<file path="config.mk">
export PLATFORM = sky130hd
export DESIGN_NAME = smps_integral_current_regulator_unit_flat
export DESIGN_NICKNAME = d
export VERILOG_FILES = /design/src/rtl/sicr_pkg.sv /design/src/rtl/sicr_if.sv /design/src/rtl/sicr_csr.sv /design/src/rtl/sicr_core.sv /design/src/rtl/smps_integral_current_regulator_unit.sv /design/src/flat_wrapper.sv
export SDC_FILE = /design/constraint.sdc
export NUM_CORES = 1
export LEC_CHECK = 0
export ABC_AREA = 0
export BUFFER_PORTS_ARGS = -buffer_cell sky130_fd_sc_hd__buf_2
export CAP_MARGIN = 40
export CORE_MARGIN = 5
export CORE_UTILIZATION = 50
export CTS_CLUSTER_DIAMETER = 60
export DETAILED_ROUTE_END_ITERATION = 12
export GPL_TIMING_DRIVEN = 0
export PLACE_DENSITY = 0.75
export SYNTH_ARGS = -nofsm -noshare
export SYNTH_HDL_FRONTEND = slang
export SYNTH_SLANG_ARGS = --single-unit
</file>
<file path="constraint.sdc">
create_clock -name clock -period 9.2 [get_ports clock]
set_input_delay 0.46 -clock clock [delete_from_list [all_inputs] [get_ports clock]]
set_output_delay 0.46 -clock clock [all_outputs]
set_load 0.005 [all_outputs]
</file>
<file path="src/rtl/sicr_pkg.sv">
`timescale 1ns / 1ps
// ----------------------------------------------------------------------------
// sicr_pkg
// Shared types and constants of the integral current regulator: item
// layouts, register indexes and the fixed-point sizing of the integrator.
// ----------------------------------------------------------------------------
package sicr_pkg;

   // Fixed-point format and PWM sizing
   localparam int FRAC_BITS  = 8;
   localparam int PWM_PERIOD = 512;
   localparam int MAX_DRIVE  = 1024;
   localparam int GAIN_SHIFT = 2;   // integral gain of 4

   localparam int ADC_W   = 16;
   localparam int DUTY_W  = 10;
   localparam int CSR_IDX_W = 1;

   // Integrator holds 0 .. MAX_DRIVE << FRAC_BITS inclusive
   localparam int INTEG_TOP = MAX_DRIVE * (2 ** FRAC_BITS);
   localparam int INTEG_W   = $clog2(INTEG_TOP + 1);
   localparam int DRIVE_W   = INTEG_W - FRAC_BITS;
   // Error term is ADC_W+1 signed bits, scaled by the gain
   localparam int ERR_W     = ADC_W + 1;
   localparam int SUM_W     = ((INTEG_W > ERR_W + GAIN_SHIFT) ?
                               INTEG_W : ERR_W + GAIN_SHIFT) + 2;

   // Register indexes on the configuration port
   typedef enum logic [CSR_IDX_W-1:0] {
      CSR_CURRENT_SETPOINT = 1'b0,
      CSR_VOLTAGE_CUTOFF   = 1'b1
   } csr_index_type;

   // Register file contents
   typedef struct packed {
      logic [ADC_W-1:0] current_setpoint;
      logic [ADC_W-1:0] voltage_cutoff;
   } csr_type;

   // One input item
   typedef struct packed {
      logic             func;
      logic             enable_request;
      logic [ADC_W-1:0] vout_sample;
      logic [ADC_W-1:0] ismps_sample;
   } req_item_type;

   // One result item
   typedef struct packed {
      logic [DUTY_W-1:0] buck_duty;
      logic              buck_full_on;
      logic [DUTY_W-1:0] boost_duty;
      logic              output_on;
      logic              tripped;
   } rsp_item_type;

   // Item function codes
   localparam logic FUNC_SAMPLE  = 1'b0;
   localparam logic FUNC_COMMAND = 1'b1;

endpackage

</file>
<file path="src/rtl/sicr_if.sv">
`timescale 1ns / 1ps
// ----------------------------------------------------------------------------
// sicr_req_if / sicr_rsp_if
// Valid/ready channels carrying input items and result items.
// ----------------------------------------------------------------------------
interface sicr_req_if;
   logic                       valid;
   logic                       ready;
   logic                       func;
   logic                       enable_request;
   logic [sicr_pkg::ADC_W-1:0] vout_sample;
   logic [sicr_pkg::ADC_W-1:0] ismps_sample;

   modport source (output valid, func, enable_request, vout_sample, ismps_sample,
                   input ready);
   modport sink (input valid, func, enable_request, vout_sample, ismps_sample,
                 output ready);
endinterface

interface sicr_rsp_if;
   logic                        valid;
   logic                        ready;
   logic [sicr_pkg::DUTY_W-1:0] buck_duty;
   logic                        buck_full_on;
   logic [sicr_pkg::DUTY_W-1:0] boost_duty;
   logic                        output_on;
   logic                        tripped;

   modport source (output valid, buck_duty, buck_full_on, boost_duty, output_on,
                   tripped, input ready);
   modport sink (input valid, buck_duty, buck_full_on, boost_duty, output_on,
                 tripped, output ready);
endinterface

</file>
<file path="src/rtl/sicr_csr.sv">
`timescale 1ns / 1ps
// ----------------------------------------------------------------------------
// sicr_csr
// Configuration registers: current setpoint and overvoltage cutoff.
// ----------------------------------------------------------------------------
module sicr_csr (
   input  logic                           clock,
   input  logic                           reset,
   input  logic                           csr_wr_en,
   input  logic [sicr_pkg::CSR_IDX_W-1:0] csr_index,
   input  logic [sicr_pkg::ADC_W-1:0]     csr_wdata,
   output sicr_pkg::csr_type              csr
);

   sicr_pkg::csr_type csr_ff;
   sicr_pkg::csr_type csr_in;

   // Write decode
   always_comb begin
      csr_in = csr_ff;
      if (csr_wr_en) begin
         case (sicr_pkg::csr_index_type'(csr_index))
            sicr_pkg::CSR_CURRENT_SETPOINT: csr_in.current_setpoint = csr_wdata;
            sicr_pkg::CSR_VOLTAGE_CUTOFF:   csr_in.voltage_cutoff   = csr_wdata;
            default:                        csr_in = csr_ff;
         endcase
      end
   end

   always_ff @(posedge clock) begin
      if (reset) begin
         csr_ff <= '0;
      end else begin
         csr_ff <= csr_in;
      end
   end

   assign csr = csr_ff;

endmodule

</file>
<file path="src/rtl/sicr_core.sv">
`timescale 1ns / 1ps
// ----------------------------------------------------------------------------
// sicr_core
// Regulator state (integrator, enable) and the per-item update: trip check,
// clamped integration and the split of the drive into buck/boost duties.
// ----------------------------------------------------------------------------
module sicr_core (
   input  logic                   clock,
   input  logic                   reset,
   input  logic                   step,
   input  sicr_pkg::req_item_type item,
   input  sicr_pkg::csr_type      csr,
   output sicr_pkg::rsp_item_type result
);

   localparam logic signed [sicr_pkg::SUM_W-1:0] TOP_S =
      sicr_pkg::SUM_W'(sicr_pkg::INTEG_TOP);
   localparam logic [sicr_pkg::DRIVE_W-1:0] PERIOD_D =
      sicr_pkg::DRIVE_W'(sicr_pkg::PWM_PERIOD);

   logic [sicr_pkg::INTEG_W-1:0]        integ_ff, integ_in;
   logic                                regulating_ff, regulating_in;

   logic signed [sicr_pkg::ERR_W-1:0]   err;
   logic signed [sicr_pkg::SUM_W-1:0]   delta;
   logic signed [sicr_pkg::SUM_W-1:0]   sum;
   logic [sicr_pkg::INTEG_W-1:0]        integ_clamped;
   logic [sicr_pkg::DRIVE_W-1:0]        drive;

   // Integrate gain * (setpoint - current), clamp to 0..top
   always_comb begin
      err   = $signed({1'b0, csr.current_setpoint}) - $signed({1'b0, item.ismps_sample});
      delta = sicr_pkg::SUM_W'(err) <<< sicr_pkg::GAIN_SHIFT;
      sum   = $signed({{(sicr_pkg::SUM_W - sicr_pkg::INTEG_W){1'b0}}, integ_ff}) + delta;
      if (sum[sicr_pkg::SUM_W-1]) begin
         integ_clamped = '0;
      end else if (sum > TOP_S) begin
         integ_clamped = sicr_pkg::INTEG_W'(sicr_pkg::INTEG_TOP);
      end else begin
         integ_clamped = sum[sicr_pkg::INTEG_W-1:0];
      end
      drive = integ_clamped[sicr_pkg::INTEG_W-1:sicr_pkg::FRAC_BITS];
   end

   // Item decode: command, idle sample, trip or regulation
   always_comb begin
      integ_in      = integ_ff;
      regulating_in = regulating_ff;
      result        = '0;
      if (item.func == sicr_pkg::FUNC_COMMAND) begin
         integ_in         = '0;
         regulating_in    = item.enable_request;
         result.output_on = item.enable_request;
      end else if (!regulating_ff) begin
         result = '0;
      end else if (item.vout_sample > csr.voltage_cutoff) begin
         integ_in       = '0;
         regulating_in  = 1'b0;
         result.tripped = 1'b1;
      end else begin
         integ_in         = integ_clamped;
         result.output_on = 1'b1;
         if (drive <= PERIOD_D) begin
            result.buck_duty = sicr_pkg::DUTY_W'(drive);
         end else begin
            // buck held on, excess drive goes to the boost switch
            result.buck_duty    = sicr_pkg::DUTY_W'(sicr_pkg::PWM_PERIOD);
            result.buck_full_on = 1'b1;
            result.boost_duty   = sicr_pkg::DUTY_W'(drive - PERIOD_D);
         end
      end
   end

   always_ff @(posedge clock) begin
      if (reset) begin
         integ_ff      <= '0;
         regulating_ff <= 1'b0;
      end else if (step) begin
         integ_ff      <= integ_in;
         regulating_ff <= regulating_in;
      end
   end

endmodule

</file>
<file path="src/rtl/smps_integral_current_regulator_unit.sv">
`timescale 1ns / 1ps
// ----------------------------------------------------------------------------
// smps_integral_current_regulator_unit
// Integral-only current regulator for a buck-boost charger.
// ----------------------------------------------------------------------------
// Each item passes an input register and then the regulator update into the
// result register, where its result waits for the result handshake. One item
// is taken every cycle while the result side keeps up. The integrator and
// enable state update as the item leaves the input register, so consecutive
// items always see the state left by the one before. Each item yields exactly
// one result; a stalled result holds both stages in place. Setpoint and cutoff
// are raw ADC counts; the user must write them only while no item is in
// flight, as the block itself does not enforce it.
// ----------------------------------------------------------------------------
module smps_integral_current_regulator_unit (
   input  logic                           clock,
   input  logic                           reset,
   sicr_req_if.sink                       req,
   sicr_rsp_if.source                     rsp,
   input  logic                           csr_wr_en,
   input  logic [sicr_pkg::CSR_IDX_W-1:0] csr_index,
   input  logic [sicr_pkg::ADC_W-1:0]     csr_wdata
);

   sicr_pkg::csr_type      csr;
   sicr_pkg::req_item_type req_item;
   sicr_pkg::req_item_type s1_item_ff;
   logic                   s1_valid_ff, s1_valid_in;
   sicr_pkg::rsp_item_type core_result;
   sicr_pkg::rsp_item_type rsp_item_ff;
   logic                   rsp_valid_ff, rsp_valid_in;
   logic                   out_free;
   logic                   advance;
   logic                   accept;

   sicr_csr u_csr (
      .clock     (clock),
      .reset     (reset),
      .csr_wr_en (csr_wr_en),
      .csr_index (csr_index),
      .csr_wdata (csr_wdata),
      .csr       (csr)
   );

   // Handshake: result register frees up when empty or being taken
   assign out_free  = !rsp_valid_ff || rsp.ready;
   assign advance   = s1_valid_ff && out_free;
   assign req.ready = !s1_valid_ff || out_free;
   assign accept    = req.valid && req.ready;

   assign req_item.func           = req.func;
   assign req_item.enable_request = req.enable_request;
   assign req_item.vout_sample    = req.vout_sample;
   assign req_item.ismps_sample   = req.ismps_sample;

   always_comb begin
      s1_valid_in  = accept || (s1_valid_ff && !out_free);
      rsp_valid_in = advance || (rsp_valid_ff && !rsp.ready);
   end

   // Input register
   always_ff @(posedge clock) begin
      if (reset) begin
         s1_valid_ff <= 1'b0;
      end else begin
         s1_valid_ff <= s1_valid_in;
      end
   end

   always_ff @(posedge clock) begin
      if (accept) begin
         s1_item_ff <= req_item;
      end
   end

   sicr_core u_core (
      .clock  (clock),
      .reset  (reset),
      .step   (advance),
      .item   (s1_item_ff),
      .csr    (csr),
      .result (core_result)
   );

   // Result register
   always_ff @(posedge clock) begin
      if (reset) begin
         rsp_valid_ff <= 1'b0;
      end else begin
         rsp_valid_ff <= rsp_valid_in;
      end
   end

   always_ff @(posedge clock) begin
      if (advance) begin
         rsp_item_ff <= core_result;
      end
   end

   assign rsp.valid        = rsp_valid_ff;
   assign rsp.buck_duty    = rsp_item_ff.buck_duty;
   assign rsp.buck_full_on = rsp_item_ff.buck_full_on;
   assign rsp.boost_duty   = rsp_item_ff.boost_duty;
   assign rsp.output_on    = rsp_item_ff.output_on;
   assign rsp.tripped      = rsp_item_ff.tripped;

endmodule

</file>
<file path="src/flat_wrapper.sv">
// flat-port wrapper written by rule: the top's interface ports become plain ports
module smps_integral_current_regulator_unit_flat 
  (clock, reset, csr_wr_en, csr_index, csr_wdata, req_valid, req_func, req_enable_request, req_vout_sample, req_ismps_sample, req_ready, rsp_valid, rsp_buck_duty, rsp_buck_full_on, rsp_boost_duty, rsp_output_on, rsp_tripped, rsp_ready);
  sicr_req_if req_i ();
  sicr_rsp_if rsp_i ();
  input  logic clock;
  input  logic reset;
  input  logic csr_wr_en;
  input  logic [sicr_pkg::CSR_IDX_W-1:0] csr_index;
  input  logic [sicr_pkg::ADC_W-1:0] csr_wdata;
  input wire logic [$bits(req_i.valid)-1:0] req_valid;
  input wire logic [$bits(req_i.func)-1:0] req_func;
  input wire logic [$bits(req_i.enable_request)-1:0] req_enable_request;
  input wire logic [$bits(req_i.vout_sample)-1:0] req_vout_sample;
  input wire logic [$bits(req_i.ismps_sample)-1:0] req_ismps_sample;
  output wire logic [$bits(req_i.ready)-1:0] req_ready;
  output wire logic [$bits(rsp_i.valid)-1:0] rsp_valid;
  output wire logic [$bits(rsp_i.buck_duty)-1:0] rsp_buck_duty;
  output wire logic [$bits(rsp_i.buck_full_on)-1:0] rsp_buck_full_on;
  output wire logic [$bits(rsp_i.boost_duty)-1:0] rsp_boost_duty;
  output wire logic [$bits(rsp_i.output_on)-1:0] rsp_output_on;
  output wire logic [$bits(rsp_i.tripped)-1:0] rsp_tripped;
  input wire logic [$bits(rsp_i.ready)-1:0] rsp_ready;
  assign req_i.valid = req_valid;
  assign req_i.func = req_func;
  assign req_i.enable_request = req_enable_request;
  assign req_i.vout_sample = req_vout_sample;
  assign req_i.ismps_sample = req_ismps_sample;
  assign req_ready = req_i.ready;
  assign rsp_valid = rsp_i.valid;
  assign rsp_buck_duty = rsp_i.buck_duty;
  assign rsp_buck_full_on = rsp_i.buck_full_on;
  assign rsp_boost_duty = rsp_i.boost_duty;
  assign rsp_output_on = rsp_i.output_on;
  assign rsp_tripped = rsp_i.tripped;
  assign rsp_i.ready = rsp_ready;
  smps_integral_current_regulator_unit u_core (.clock(clock), .reset(reset), .req(req_i), .rsp(rsp_i), .csr_wr_en(csr_wr_en), .csr_index(csr_index), .csr_wdata(csr_wdata));
endmodule
</file>
==> out/metrics.cfg <==
[cts]
clockRootBuffer = clkbuf_16
cts.hold.buffers_added = 0
cts_buffer_depth = 2
cts.repair_timing.setup_buffer_count = 0
clkSlewWorstSetupHoldPaths_ns = 0.07
numCtsBuffers = 9
cts.repair.resized = 0
num_clock_sinks = 109
tritoncts = done
htree_levels = 3
worst_skew_pair.late_latency_ns = 0.36

[outcome]
status = complete, no violations

[setup_path]
worst_r2r_path_depth = 19
timing.critical_path.required_ns = 9.37
crit_arrival_ns = 5.95
r2r_slack_ns = 3.42
timing.critical_path.slowest_cell_delay_ns = 0.63
cpMaxStageDelayCell = or4b_2
critical_path.max_fanout = 9
worst_setup_path_type = register to register
cp_endpoint_kind = register
timing.critical_path.from_type = register
crit_path_cell_trace = inv_1, ha_1, nor2b_1, o21ai_0, a21boi_0, o2111ai_1, a21boi_0, o31a_1, or4b_2, nand3_1, ha_1, a21o_1, a211o_1, nand2_1, o2111ai_1, nor3_1, and3_2, nand4b_4, a2111oi_4

[placement]
io_buffers = 80
finalWeightedCongestion = 0.849
placed_area_sq_um = 6860
hpwlAfterDp_um = 10600

[logic_synthesis]
number_of_standard_cells_after_synthesis = 645
mappedNetlistNets = 753
synth.ff_latch_count = 109
ys_types = 72
synth_ff_type = edfxtp_1
syn_area_per_cell_sq_um = 9.66
synth_seq_area_share = 0.442
synth_area_sq_um = 6230
yosysWarningCount = 0
async_flop_share = 0
synth_enable_flop_cells = 57

[die]
overall_die_area_sq_um = 14800
floorplan.initialDensity = 0.515
chipHeight_um = 122
boundaryPins = 81
floorplan.rows = 40
die_w_um = 122
placeable_core_area_sq_um = 12100

[layout]
syn2layout_area_growth_pct = 14.7
antenna_cells_inserted = 0
layout.cells.most_common_list = nand2_1 (105), buf_2 (83), a21oi_1 (62), edfxtp_1 (57), dfxtp_1 (52)
fillers = 1083
layout.nets = 845
post_route_cells_drive_above_1_share = 0.172
finalInstanceArea_sq_um = 7150
fin_util = 0.590
final_common_cell = nand2_1

[timing]
max_clock_freq_ghz = 0.173
finalCriticalPeriod_ns = 5.78
grt_setup_unrepaired = false
maxSlewHeadroom = 0.461
timing.final.crit_share = 0.628
hold_violations = 0
worst_clock_skew_ns = 0.00910
worst_slew_pin_slew_ns = 0.808
timing_max_transition_violations_final = 0
finalSetupViolations = 0
fin_tns_setup_ns = 0

[detailed_routing]
wl_per_cell_um = 14.8
route.detailed.vias_per_inst = 5.42
antenna_violating_nets_post_route = 0
drt_first_iter_violations = 263
drtPass1Iterations = 5
postRouteWirelength_um = 13400
detail_route.drc_violations = 0
route.vias.total = 4917

[power]
max-vdd-ir-drop_uv = 107
power.static_leakage_nw = 2.92
powerDensity_nw_per_um2 = 156

[global_route]
vias_in_the_first_global_route = 4934
grt-ovfl-total = 0
largest_net_degree_at_the_start_of_global_routing = 35
initial_antenna_violation_count = 0
grt_pass1_wl_um = 22300
globalRouteTotalUtil = 0.187

[flow_run]
drv.max_cap_violation_count = 0

[hold_path]
hold_class = input port to register
worst_hold_path.num_cells = 1

## per-layer routing
layer	routed length (um)	global-route usage	vias up
li1	-	-	2531
met1	5820	0.222	2247
met2	6650	0.331	114
met3	624	0.0330	25
met4	333	0.0847	0
met5	0	0	-
## power by group
group | internal, mW | switching [mW]
logic | 0.0741 | 0.117
clock network | 0.218 | 0.172
registers | 0.531 | 0.00727
## cell usage after synthesis, types with 13 or more instances
cell type  number  area share
dfxtp_1        52        0.17
a21oi_1        62       0.050
nor2b_1        15       0.015
nand3_1        13       0.010
ha_1           50        0.10
clkbuf_1       15      0.0090
o31ai_1        15       0.018
edfxtp_1       57        0.27
inv_1          42       0.025
nor2_1         28       0.017
a21o_1         16       0.019
nand2_1       105       0.063
xnor2_1        14       0.020
o21ai_0        13       0.010
## metrics by stage
step / setup WS [ns] / std cells / power [mW] / hold WS [ns]
floorplan: 4.31 / 645 / 0.684 / 0.426
global placement: 3.72 / 893 / 0.729 / 0.444
detailed placement: 3.53 / 894 / 0.738 / 0.452
CTS: 3.48 / 908 / 1.12 / 0.266
global route: 3.20 / 908 / 1.17 / 0.265
finish: 3.42 / 908 / 1.12 / 0.273
## state kept, by name, summed over array words and instances, names as in the netlist, 10 cells and up
signal,count
u_core.rsp.buck_duty,10
u_core.u_core.integ_ff,17
u_core.rsp.boost_duty,10
u_core.u_csr.csr,32
u_core.s1_item_ff,34
## critical path, delay by kind of cell (launching register included)
kind | cells | cell delay, ns
adders and majority gates | 2 | 0.53
AOI/OAI and AO/OA | 9 | 2.37
buffers and inverters | 1 | 0.09
and+or+nand+nor | 7 | 2.18
DFF | 1 | 0.41
## area by class of cell
cell class / instances / area, sq um / area share
Tap cell: 168 / 210 / 0.0294
Timing Repair Buffer: 81 / 412 / 0.0576
Buffer: 22 / 95.1 / 0.0133
Clock inverter: 4 / 56.3 / 0.00787
Multi-Input combinational cell: 472 / 3230 / 0.451
Sequential cell: 109 / 2750 / 0.385
Inverter: 42 / 158 / 0.0220
Clock buffer: 10 / 239 / 0.0334
## cells by family after synthesis
kind of cell | share of synthesized area
adders and majority gates | 0.107
xor gates and xnor gates | 0.0279
buffers and inverters | 0.0406
and+or+nand+nor | 0.181
AOI/OAI and AO/OA | 0.198
muxes | 0.00482
DFF | 0.442
## final timing paths
check	startpoint	endpoint
min reg2reg	u_core.u_csr.csr[2]	u_core.u_csr.csr[2]
max reg2reg	u_core.s1_item_ff[1]	u_core.rsp.boost_duty[7]
max	u_core.s1_item_ff[1]	u_core.rsp.boost_duty[7]
min	req_ismps_sample[2]	u_core.s1_item_ff[2]
Note: power is estimated with default switching activity, not from simulation.
